$ cat src/hw/rtl/ifr_pkg.sv
// Shared constants and types for the insulation monitor reply frame receiver.
package ifr_pkg;

    localparam int FRAME_LEN = 10;
    localparam int CNT_W     = $clog2(FRAME_LEN + 1);
    localparam int IDX_W     = $clog2(FRAME_LEN);

    localparam int BYTE_W    = 8;
    localparam int VAL_W     = 16;
    localparam int FRAC_W    = 8;
    localparam int RATIO_W   = 34;
    localparam int SCALE     = 1000;
    localparam int SCALE_W   = 10;
    localparam int PROD_W    = VAL_W + SCALE_W;
    localparam int DCNT_W    = $clog2(RATIO_W);

    localparam logic [BYTE_W-1:0] STATUS_RESET = 8'h30;

    // byte positions within the reply frame
    localparam int POS_STATUS = 1;
    localparam int POS_VOLT   = 2;
    localparam int POS_RPOS   = 4;
    localparam int POS_RNEG   = 6;

    localparam logic ACT_BYTE    = 1'b0;
    localparam logic ACT_RESTART = 1'b1;

    typedef struct packed {
        logic             wr_byte;
        logic [IDX_W-1:0] wr_idx;
        logic             eval;
        logic             div_start;
        logic             load_out;
    } t_dp_cmd;

    typedef struct packed {
        logic need_div;
        logic div_done;
        logic out_free;
    } t_dp_stat;

endpackage

$ cat src/hw/rtl/insulation_frame_receiver.sv
// Top level: insulation monitor reply frame receiver.
// Throughput: one byte word per cycle while a frame is being collected.
// After the tenth byte the controller runs EVAL and then OUT on a status mismatch or zero
// voltage, or EVAL, DIV and OUT otherwise, where two 34-step bit-serial dividers run.
// Input ready is low from the tenth byte until the result enters the output register.
// Reset (synchronous, active low): byte count and held values cleared, status code 0x30.
module insulation_frame_receiver (
    input  logic                        i_clk,
    input  logic                        i_rst_n,
    input  logic                        i_valid,
    output logic                        o_ready,
    input  logic                        i_action,
    input  logic [ifr_pkg::BYTE_W-1:0]  i_rx_byte,
    input  logic                        i_cfg_valid,
    output logic                        o_cfg_ready,
    input  logic [ifr_pkg::BYTE_W-1:0]  i_cfg_data,
    output logic                        o_valid,
    input  logic                        i_ready,
    output logic                        o_frame_ok,
    output logic [ifr_pkg::VAL_W-1:0]   o_dc_voltage,
    output logic [ifr_pkg::VAL_W-1:0]   o_res_positive,
    output logic [ifr_pkg::VAL_W-1:0]   o_res_negative,
    output logic [ifr_pkg::RATIO_W-1:0] o_ratio_positive,
    output logic [ifr_pkg::RATIO_W-1:0] o_ratio_negative,
    output logic                        o_ratio_updated
);
    import ifr_pkg::*;

    t_dp_cmd  w_cmd;
    t_dp_stat w_stat;

    assign o_cfg_ready = 1'b1;

    ifr_ctrl u_ctrl (
        .i_clk    (i_clk),
        .i_rst_n  (i_rst_n),
        .i_valid  (i_valid),
        .i_action (i_action),
        .o_ready  (o_ready),
        .o_cmd    (w_cmd),
        .i_stat   (w_stat)
    );

    ifr_dp u_dp (
        .i_clk            (i_clk),
        .i_rst_n          (i_rst_n),
        .i_cmd            (w_cmd),
        .o_stat           (w_stat),
        .i_rx_byte        (i_rx_byte),
        .i_cfg_valid      (i_cfg_valid),
        .i_cfg_data       (i_cfg_data),
        .i_out_ready      (i_ready),
        .o_out_valid      (o_valid),
        .o_frame_ok       (o_frame_ok),
        .o_dc_voltage     (o_dc_voltage),
        .o_res_positive   (o_res_positive),
        .o_res_negative   (o_res_negative),
        .o_ratio_positive (o_ratio_positive),
        .o_ratio_negative (o_ratio_negative),
        .o_ratio_updated  (o_ratio_updated)
    );

endmodule

$ cat src/hw/rtl/ifr_div.sv
// Iterative restoring divider: resistance * 1000 * 256 / voltage, one quotient bit a cycle.
module ifr_div (
    input  logic                        i_clk,
    input  logic                        i_rst_n,
    input  logic                        i_start,
    input  logic [ifr_pkg::VAL_W-1:0]   i_res,
    input  logic [ifr_pkg::VAL_W-1:0]   i_volt,
    output logic                        o_done,
    output logic [ifr_pkg::RATIO_W-1:0] o_quot
);
    import ifr_pkg::*;

    logic                r_busy;
    logic                r_done;
    logic [DCNT_W-1:0]   r_cnt;
    logic [RATIO_W-1:0]  r_q;
    logic [VAL_W-1:0]    r_rem;
    logic [VAL_W-1:0]    r_div;

    logic [PROD_W-1:0]   w_prod;
    logic [VAL_W:0]      w_trial;
    logic [VAL_W:0]      w_diff;
    logic                w_ge;

    assign w_prod  = PROD_W'(i_res) * PROD_W'(SCALE);
    assign w_trial = {r_rem, r_q[RATIO_W-1]};
    assign w_ge    = (w_trial >= {1'b0, r_div});
    assign w_diff  = w_trial - {1'b0, r_div};

    always_ff @(posedge i_clk) begin
        if (!i_rst_n) begin
            r_busy <= 1'b0;
            r_done <= 1'b0;
            r_cnt  <= '0;
        end else begin
            r_done <= 1'b0;
            if (i_start) begin
                r_busy <= 1'b1;
                r_cnt  <= '0;
            end else if (r_busy) begin
                r_cnt <= r_cnt + 1'b1;
                if (r_cnt == DCNT_W'(RATIO_W - 1)) begin
                    r_busy <= 1'b0;
                    r_done <= 1'b1;
                end
            end
        end
    end

    always_ff @(posedge i_clk) begin
        if (i_start) begin
            r_q   <= {w_prod, {FRAC_W{1'b0}}};
            r_rem <= '0;
            r_div <= i_volt;
        end else if (r_busy) begin
            r_q   <= {r_q[RATIO_W-2:0], w_ge};
            r_rem <= w_ge ? w_diff[VAL_W-1:0] : w_trial[VAL_W-1:0];
        end
    end

    assign o_done = r_done;
    assign o_quot = r_q;

endmodule

$ cat src/hw/rtl/ifr_ctrl.sv
// Controller: byte count, frame completion and result sequencing.
module ifr_ctrl (
    input  logic              i_clk,
    input  logic              i_rst_n,
    input  logic              i_valid,
    input  logic              i_action,
    output logic              o_ready,
    output ifr_pkg::t_dp_cmd  o_cmd,
    input  ifr_pkg::t_dp_stat i_stat
);
    import ifr_pkg::*;

    localparam logic [1:0] ST_IDLE = 2'd0;
    localparam logic [1:0] ST_EVAL = 2'd1;
    localparam logic [1:0] ST_DIV  = 2'd2;
    localparam logic [1:0] ST_OUT  = 2'd3;

    logic [1:0]       r_state, n_state;
    logic [CNT_W-1:0] r_count, n_count;

    always_comb begin
        n_state      = r_state;
        n_count      = r_count;
        o_cmd        = '0;
        o_cmd.wr_idx = r_count[IDX_W-1:0];
        o_ready      = (r_state == ST_IDLE);
        unique case (r_state)
            ST_IDLE: begin
                if (i_valid) begin
                    if (i_action == ACT_RESTART) begin
                        n_count = '0;
                    end else if (r_count != CNT_W'(FRAME_LEN)) begin
                        o_cmd.wr_byte = 1'b1;
                        n_count       = r_count + 1'b1;
                        if (r_count == CNT_W'(FRAME_LEN - 1)) begin
                            n_state = ST_EVAL;
                        end
                    end
                end
            end
            ST_EVAL: begin
                o_cmd.eval = 1'b1;
                if (i_stat.need_div) begin
                    o_cmd.div_start = 1'b1;
                    n_state         = ST_DIV;
                end else begin
                    n_state = ST_OUT;
                end
            end
            ST_DIV: begin
                if (i_stat.div_done) begin
                    n_state = ST_OUT;
                end
            end
            ST_OUT: begin
                if (i_stat.out_free) begin
                    o_cmd.load_out = 1'b1;
                    n_state        = ST_IDLE;
                end
            end
            default: begin
                n_state = ST_IDLE;
            end
        endcase
    end

    always_ff @(posedge i_clk) begin
        if (!i_rst_n) begin
            r_state <= ST_IDLE;
            r_count <= '0;
        end else begin
            r_state <= n_state;
            r_count <= n_count;
        end
    end

endmodule

$ cat src/hw/rtl/ifr_dp.sv
// Datapath: frame store, status compare, held values, ratio dividers and output register.
module ifr_dp (
    input  logic                        i_clk,
    input  logic                        i_rst_n,
    input  ifr_pkg::t_dp_cmd            i_cmd,
    output ifr_pkg::t_dp_stat           o_stat,
    input  logic [ifr_pkg::BYTE_W-1:0]  i_rx_byte,
    input  logic                        i_cfg_valid,
    input  logic [ifr_pkg::BYTE_W-1:0]  i_cfg_data,
    input  logic                        i_out_ready,
    output logic                        o_out_valid,
    output logic                        o_frame_ok,
    output logic [ifr_pkg::VAL_W-1:0]   o_dc_voltage,
    output logic [ifr_pkg::VAL_W-1:0]   o_res_positive,
    output logic [ifr_pkg::VAL_W-1:0]   o_res_negative,
    output logic [ifr_pkg::RATIO_W-1:0] o_ratio_positive,
    output logic [ifr_pkg::RATIO_W-1:0] o_ratio_negative,
    output logic                        o_ratio_updated
);
    import ifr_pkg::*;

    logic [BYTE_W-1:0]  r_status_exp;
    logic [BYTE_W-1:0]  r_frame [FRAME_LEN];
    logic [VAL_W-1:0]   r_volt, r_rpos, r_rneg;
    logic [RATIO_W-1:0] r_ratio_pos, r_ratio_neg;
    logic               r_ok, r_upd;
    logic               r_out_valid;

    logic               r_out_ok, r_out_upd;
    logic [VAL_W-1:0]   r_out_volt, r_out_rpos, r_out_rneg;
    logic [RATIO_W-1:0] r_out_rat_pos, r_out_rat_neg;

    logic [VAL_W-1:0]   w_volt, w_rpos, w_rneg;
    logic               w_match;
    logic               w_done_pos, w_done_neg;
    logic [RATIO_W-1:0] w_quot_pos, w_quot_neg;

    assign w_volt  = {r_frame[POS_VOLT], r_frame[POS_VOLT+1]};
    assign w_rpos  = {r_frame[POS_RPOS], r_frame[POS_RPOS+1]};
    assign w_rneg  = {r_frame[POS_RNEG], r_frame[POS_RNEG+1]};
    assign w_match = (r_frame[POS_STATUS] == r_status_exp);

    assign o_stat.need_div = w_match && (w_volt != '0);
    assign o_stat.div_done = w_done_pos && w_done_neg;
    assign o_stat.out_free = !r_out_valid || i_out_ready;

    ifr_div u_div_pos (
        .i_clk   (i_clk),
        .i_rst_n (i_rst_n),
        .i_start (i_cmd.div_start),
        .i_res   (w_rpos),
        .i_volt  (w_volt),
        .o_done  (w_done_pos),
        .o_quot  (w_quot_pos)
    );

    ifr_div u_div_neg (
        .i_clk   (i_clk),
        .i_rst_n (i_rst_n),
        .i_start (i_cmd.div_start),
        .i_res   (w_rneg),
        .i_volt  (w_volt),
        .o_done  (w_done_neg),
        .o_quot  (w_quot_neg)
    );

    always_ff @(posedge i_clk) begin
        if (i_cmd.wr_byte) begin
            r_frame[i_cmd.wr_idx] <= i_rx_byte;
        end
        if (i_cmd.eval) begin
            r_ok  <= w_match;
            r_upd <= o_stat.need_div;
        end
        if (i_cmd.load_out) begin
            r_out_ok      <= r_ok;
            r_out_volt    <= r_volt;
            r_out_rpos    <= r_rpos;
            r_out_rneg    <= r_rneg;
            r_out_rat_pos <= r_ratio_pos;
            r_out_rat_neg <= r_ratio_neg;
            r_out_upd     <= r_upd;
        end
    end

    always_ff @(posedge i_clk) begin
        if (!i_rst_n) begin
            r_status_exp <= STATUS_RESET;
            r_volt       <= '0;
            r_rpos       <= '0;
            r_rneg       <= '0;
            r_ratio_pos  <= '0;
            r_ratio_neg  <= '0;
            r_out_valid  <= 1'b0;
        end else begin
            if (i_cfg_valid) begin
                r_status_exp <= i_cfg_data;
            end
            if (i_cmd.eval && w_match) begin
                r_volt <= w_volt;
                r_rpos <= w_rpos;
                r_rneg <= w_rneg;
            end
            if (o_stat.div_done) begin
                r_ratio_pos <= w_quot_pos;
                r_ratio_neg <= w_quot_neg;
            end
            if (i_cmd.load_out) begin
                r_out_valid <= 1'b1;
            end else if (i_out_ready) begin
                r_out_valid <= 1'b0;
            end
        end
    end

    assign o_out_valid      = r_out_valid;
    assign o_frame_ok       = r_out_ok;
    assign o_dc_voltage     = r_out_volt;
    assign o_res_positive   = r_out_rpos;
    assign o_res_negative   = r_out_rneg;
    assign o_ratio_positive = r_out_rat_pos;
    assign o_ratio_negative = r_out_rat_neg;
    assign o_ratio_updated  = r_out_upd;

endmodule

$ cat config.mk
export PLATFORM = sky130hd
export DESIGN_NAME = insulation_frame_receiver
export DESIGN_NICKNAME = d
export VERILOG_FILES = /design/src/hw/rtl/ifr_pkg.sv /design/src/hw/rtl/insulation_frame_receiver.sv /design/src/hw/rtl/ifr_div.sv /design/src/hw/rtl/ifr_ctrl.sv /design/src/hw/rtl/ifr_dp.sv
export SDC_FILE = /design/constraint.sdc
export NUM_CORES = 1
export LEC_CHECK = 0
export BUFFER_PORTS_ARGS = -buffer_cell sky130_fd_sc_hd__buf_2
export CAP_MARGIN = 20
export CORE_MARGIN = 1
export CORE_UTILIZATION = 40
export CTS_CLUSTER_SIZE = 16
export DETAILED_ROUTE_END_ITERATION = 8
export PLACE_DENSITY = 0.64
export SETUP_SLACK_MARGIN = 0.1
export SYNTH_ARGS = -nofsm -noshare
export SYNTH_HDL_FRONTEND = slang
export SYNTH_SLANG_ARGS = --single-unit
$ cat constraint.sdc
create_clock -name i_clk -period 17.4 [get_ports i_clk]
set_input_delay 0.87 -clock i_clk [delete_from_list [all_inputs] [get_ports i_clk]]
set_output_delay 0.87 -clock i_clk [all_outputs]
set_load 0.01 [all_outputs]
* Word level (Yosys, flattened, before mapping) *
Memory sizes are Yosys's and may differ from the RTL's.
Index checks and enable logic that the tools add are counted.

operators by class
  $add $sub $neg = 5
  multiply operators = 2
  $lt $le $gt $ge = 2
  eq/ne operators = 14
  multiplexer cells = 36
  bitwise logic cells = 3
  reduce and logical (&&, ||, !) cells = 16

operator list
  operator                                                count
  two-way mux 34 bit                                      4
  multiplier 16 x 7 -> 23 bit (second input constant)     2
  >= comparator 17 x 16 -> 1 bit                          2
  two-way mux 16 bit                                      2
  subtractor 16 bit                                       2
  two-way mux 1 bit                                       20
  nonzero test 16 bit                                     1
  two-way mux 2 bit                                       7
  adder 6 x 1 -> 6 bit (second input constant)            2
  == test 6 bit (second input constant)                   2
  == test 8 bit                                           1
  two-way mux 4 bit                                       2
  inequality test 2 x 1 -> 1 bit (second input constant)  4
  case mux 2 bit (4 select lines)                         1
  nonzero test 2 bit                                      4
  AND reduction 6 bit                                     1
  OR reduction 3 bit                                      2
  adder 4 x 1 -> 4 bit (second input constant)            1
  == test 2 bit (second input constant)                   2
  == test 4 bit (second input constant)                   1
  inequality test 2 bit (second input constant)           2
  inequality test 4 bit (second input constant)           1
  logical AND 1 bit                                       3
  NOT 1 bit                                               3
  other kinds (6)                                         6

storage, ports and cells
  bits in registers = 383
  RAM bits = 80
  input port bits = 22
  output and inout port bits = 121
  memories = 1

memory list
  memory        words  width  read ports  clocked after Yosys merged registers in  write ports  line          source
  u_dp.r_frame  10     8      7           0                                        1            ifr_dp.sv:23  logic [BYTE_W-1:0] r_frame [FRAME_LEN];

* Longest topological paths before layout *
  depth after elaboration = 7
  gate-level depth with buffers = 16
  mapped depth without buffers = 16

* Hierarchy *
Synthesis repeated with hierarchy kept, for this count alone.

unflattened totals
  cell total of the unflattened synthesis = 2117
  area total of the unflattened synthesis = 23520.1 um^2

by module, submodules not included
  module                     instances  cells each  area an instance (um^2)  sequential area each (um^2)
  ifr_dp                     1          739         10164.7                  7787.5
  ifr_div at u_dp.u_div_pos  1          684         6557.5                   1871.8
  ifr_div at u_dp.u_div_neg  1          637         6333.6                   1871.8
  ifr_ctrl                   1          55          452.9                    120.1
  insulation_frame_receiver  1          2           11.3                     0.0

* Worst setup path before layout *
OpenSTA, ideal clock, no wires.

  path kind = input -> register
  start = input port i_ready
  end = register u_dp.r_out_volt[0], in the netlist u_dp.o_dc_voltage[0] (enable)
  setup time = 0.611 ns
  arrival time = 6.157 ns
  slack = 10.632 ns
  stages = 2
  cell sequence = nor2b_1 -> nor2b_1

RTL lines
  what                  line                             source
  start, declared       insulation_frame_receiver.sv:18  input logic i_ready,
  end signal, assigned  ifr_dp.sv:77                     r_out_volt <= r_volt;
  end, declared         ifr_dp.sv:30                     logic [VAL_W-1:0] r_out_volt, r_out_rpos, r_out_rneg;

==> flow_summary_export.csv <==
group,metric,value,unit
cells_and_area,final_cell_mix,"edfxtp_1, nand2_1, dfxtp_1",
place,gp_congestion,0.8873,
critical_path,critical_path.max_fanout,6,
routing,routedWlPerCell,16.92,microns
synthesis,async_reset_ff_share,0,%
cells_and_area,multi_input_area,10570,sq um
sta,final.setup.worst_slack,12580,ps
critical_path,worstSetupPathDepth,14,
pwr,peakVddDrop,0.00006457,V
outcome,outcome,"finished clean",
synthesis,synth_xor_xnor_area_share,2.457,%
floorplan,fp-row-count,87,
critical_path,cp.buffers_inverters,2,
place,hpwl,36.99,mm
synthesis,synth_area_per_cell,10.92,sq um
clock_tree,htree_levels,2,
critical_path,max_stage_delay,570,ps
floorplan,fp.coreArea,56390,sq um
critical_path,cp_data_required_time,17700,ps
clock_tree,cts_tree,"built",
sta,slew_headroom,31.20,%
sta,worst_clock_skew,13.95,ps
clock_tree,holdBufCountCts,0,
critical_path,path_cells,"fa_1 -> fa_1 -> inv_1 -> fa_1 -> fa_1 -> inv_1 -> ha_1 -> a211oi_1 -> o21bai_1 -> a21oi_1 -> o211ai_1 -> o31ai_1 -> mux2i_1 -> o311ai_0",
synthesis,synthCells,2089,
synthesis,synth-main-ff-cell,"edfxtp_1",
critical_path,slowest_stage,"fa_1",
min_path,min_from,"u_dp.r_ratio_pos[0]",
place,pre_cts_slack,12600,ps
sta,hold_violations,0,
routing,dr.pass1.iters,6,
sta,final.setup.tns,0,ps
sta,min_period_over_period,27.71,%
cells_and_area,final_common_cell,"edfxtp_1",
clock_tree,clk_path_buf_depth,3,
cells_and_area,finalNetCount,2488,
floorplan,chipHeight,240.8,microns
synthesis,synth-simple-area-share,11.59,%
critical_path,timing.rr.end,"u_dp.u_div_neg.o_quot[30]",
pwr,p_leak,10.38,nW
clock_tree,cts_resized,0,
floorplan,initial_core_util,40.45,%
synthesis,syn_nets,2371,
synthesis,yosys.cell_types.count,72,
global_routing,antenna_found_initial,1,
clock_tree,root_buffer,"clkbuf_16",
synthesis,synth.ff_latch_count,439,
synthesis,synthAdderAreaFrac,17.88,%
critical_path,cp_common_cell,"fa_1",
sta,timing.hold.ws,427.1,ps
synthesis,ys_warn_count,0,
critical_path,startpoint,"u_dp.r_frame[7][0]",
critical_path,cpLargestDelayFamily,"adder cells",
clock_tree,path_clk_slew,60,ps
global_routing,grt-ovfl-total,0,
sta,min_period,4822,ps
cells_and_area,seq_area,11170,sq um
critical_path,rr_worst_depth,14,
cells_and_area,fill_cells,5296,
routing,drt_iter0_markers,777,
floorplan,io_pins,143,
run,maxCapViolations,0,
min_path,hold_path_class,"flop to flop",
synthesis,synth_edf_count,238,
cells_and_area,drive_gt1_share,10.84,%
global_routing,grt_pass1_wl,80.30,mm
critical_path,cp-start-kind,"flop",
synthesis,synth_compound_area_share,11.96,%
clock_tree,cts.sinks,439,
critical_path,crit_path_end_kind,"flop",
routing,drc_errors,0,
sta,worstMarginPinSlew,1030,ps
global_routing,grt_start_max_net_pins,97,
routing,ant_nets,0,
synthesis,synth_area,22810,sq um
place,port_buffers,141,
sta,setup_viol,0,
critical_path,criticalPathCategory,"flop to flop",
synthesis,synth_top_family_by_area,"adder cells",
cells_and_area,syn2layout_area_growth,12.81,%
cells_and_area,diodes,0,
global_routing,grt_use_total,17.59,%
synthesis,yosysSeqAreaShare,48.97,%
critical_path,arrival,5120,ps
critical_path,rr_startpoint,"u_dp.r_frame[7][0]",
sta,rsz0062_at_grt,"no",
sta,slew_viol_final,0,
global_routing,grt_pass1_vias,14870,
floorplan,fp.dieArea,57980,sq um
floorplan,die_w,240.8,microns
pwr,finalPower,2.227,mW
sta,timing.fmax,207.4,MHz
critical_path,cp-endpoint,"u_dp.u_div_neg.o_quot[30]",
routing,vias,15170,
clock_tree,cts_setup_buffers,0,
synthesis,synthMuxAreaShare,2.326,%
clock_tree,cts_inserted_buffers,47,
pwr,cellPowerDensity,86.56,nW/um^2
critical_path,ff2ff_setup_slack,12580,ps
routing,routed_wirelength,50.72,mm
clock_tree,worst_skew_pair.late_latency,580,ps
routing,viasPerCell,5.061,
## state kept, by name, summed over array words and instances, names as in the netlist, 34 cells and up
register and count:
u_dp.r_frame 56, u_dp.o_ratio_negative 34, u_dp.o_ratio_positive 34, u_dp.r_ratio_neg 34
u_dp.r_ratio_pos 34, u_dp.u_div_neg.o_quot 34, u_dp.u_div_pos.o_quot 34
## cells in the mapped netlist, drive strengths merged (6+ instances only)
master / number / area, sq um
and2: 10 / 62.56
a311oi: 8 / 76.32
a31oi: 20 / 125.1
a211oi: 9 / 67.56
inv: 199 / 747.0
xor2: 28 / 245.2
and3: 15 / 93.84
xnor2: 36 / 315.3
a21boi: 72 / 540.5
nand3b: 6 / 45.04
clkbuf: 57 / 214.0
nor2: 118 / 445.4
nor4: 6 / 37.54
mux2i: 53 / 530.5
nand3: 65 / 325.3
nor2b: 63 / 394.1
edfxtp: 238 / 7147
o31ai: 11 / 92.58
a2111oi: 6 / 77.57
a21o: 31 / 232.7
buf: 27 / 133.9
nand4: 13 / 81.33
o211ai: 8 / 70.06
o2111ai: 6 / 58.80
a21oi: 101 / 505.5
o21bai: 9 / 67.56
fa: 110 / 2202
nor3: 18 / 90.09
nand2: 234 / 878.3
o21a: 12 / 90.09
ha: 150 / 1877
dfxtp: 201 / 4024
o21ai: 93 / 465.5
nand2b: 8 / 50.05
## kinds of logic after synthesis
logic type	count (synthesis)
xor+xnor	64
flops	439
buf+inv	283
fa+ha+maj	260
other cells	1
compound gates	415
simple gates	574
mux	53
## area by class of cell
class                   count  area share (%)
well taps                 756           3.676
flip-flops and latches    439           43.42
clock buffers              70           5.305
multi-input cells        1367           41.08
repair buffers            152           3.073
inverters                 199           2.903
clock inverters            15          0.5397
## worst register-to-register path, delay by kind of cell, from the launching register on
kind            cells  cell delay, ps
fa+ha+maj           5            2310
compound gates      6            1390
flops               1             510
mux                 1             230
buf+inv             2             100
## through the flow
step / std cells / util (%) / cell area (sq um)
final: 2998 / 45.64 / 25730
after CTS: 2998 / 45.64 / 25730
after global placement: 2913 / 42.97 / 24230
after detailed placement: 2913 / 42.97 / 24230
after global routing: 2998 / 45.64 / 25730
after floorplan: 2089 / - / 22810
## metal layers
metal	wire length (microns)	up-vias	GRT usage, %
li1	-	7457	-
met1	25130	7297	25.62
met2	22030	346	26.77
met3	2398	71	3.020
met4	1148	2	5.063
met5	8	-	0
## worst min-delay path by stage
stage | endpoint | slack [ps] | cells past startpoint
after floorplan | u_dp.o_frame_ok | 400 | 0
after global placement | u_dp.o_ratio_positive[0] | 410 | 0
after detailed placement | u_dp.o_ratio_positive[0] | 420 | 0
after CTS | u_dp.o_ratio_negative[21] | 430 | 0
after global routing | u_dp.o_dc_voltage[6] | 430 | 0
final | u_dp.o_ratio_positive[0] | 430 | 0
## where the power goes
part | internal (mW) | total [mW] | switching, mW
Clock | 0.561 | 0.968 | 0.407
Combinational | 0.0619 | 0.148 | 0.0860
Sequential | 1.10 | 1.11 | 0.0126
(Power assumes the default switching activity.)
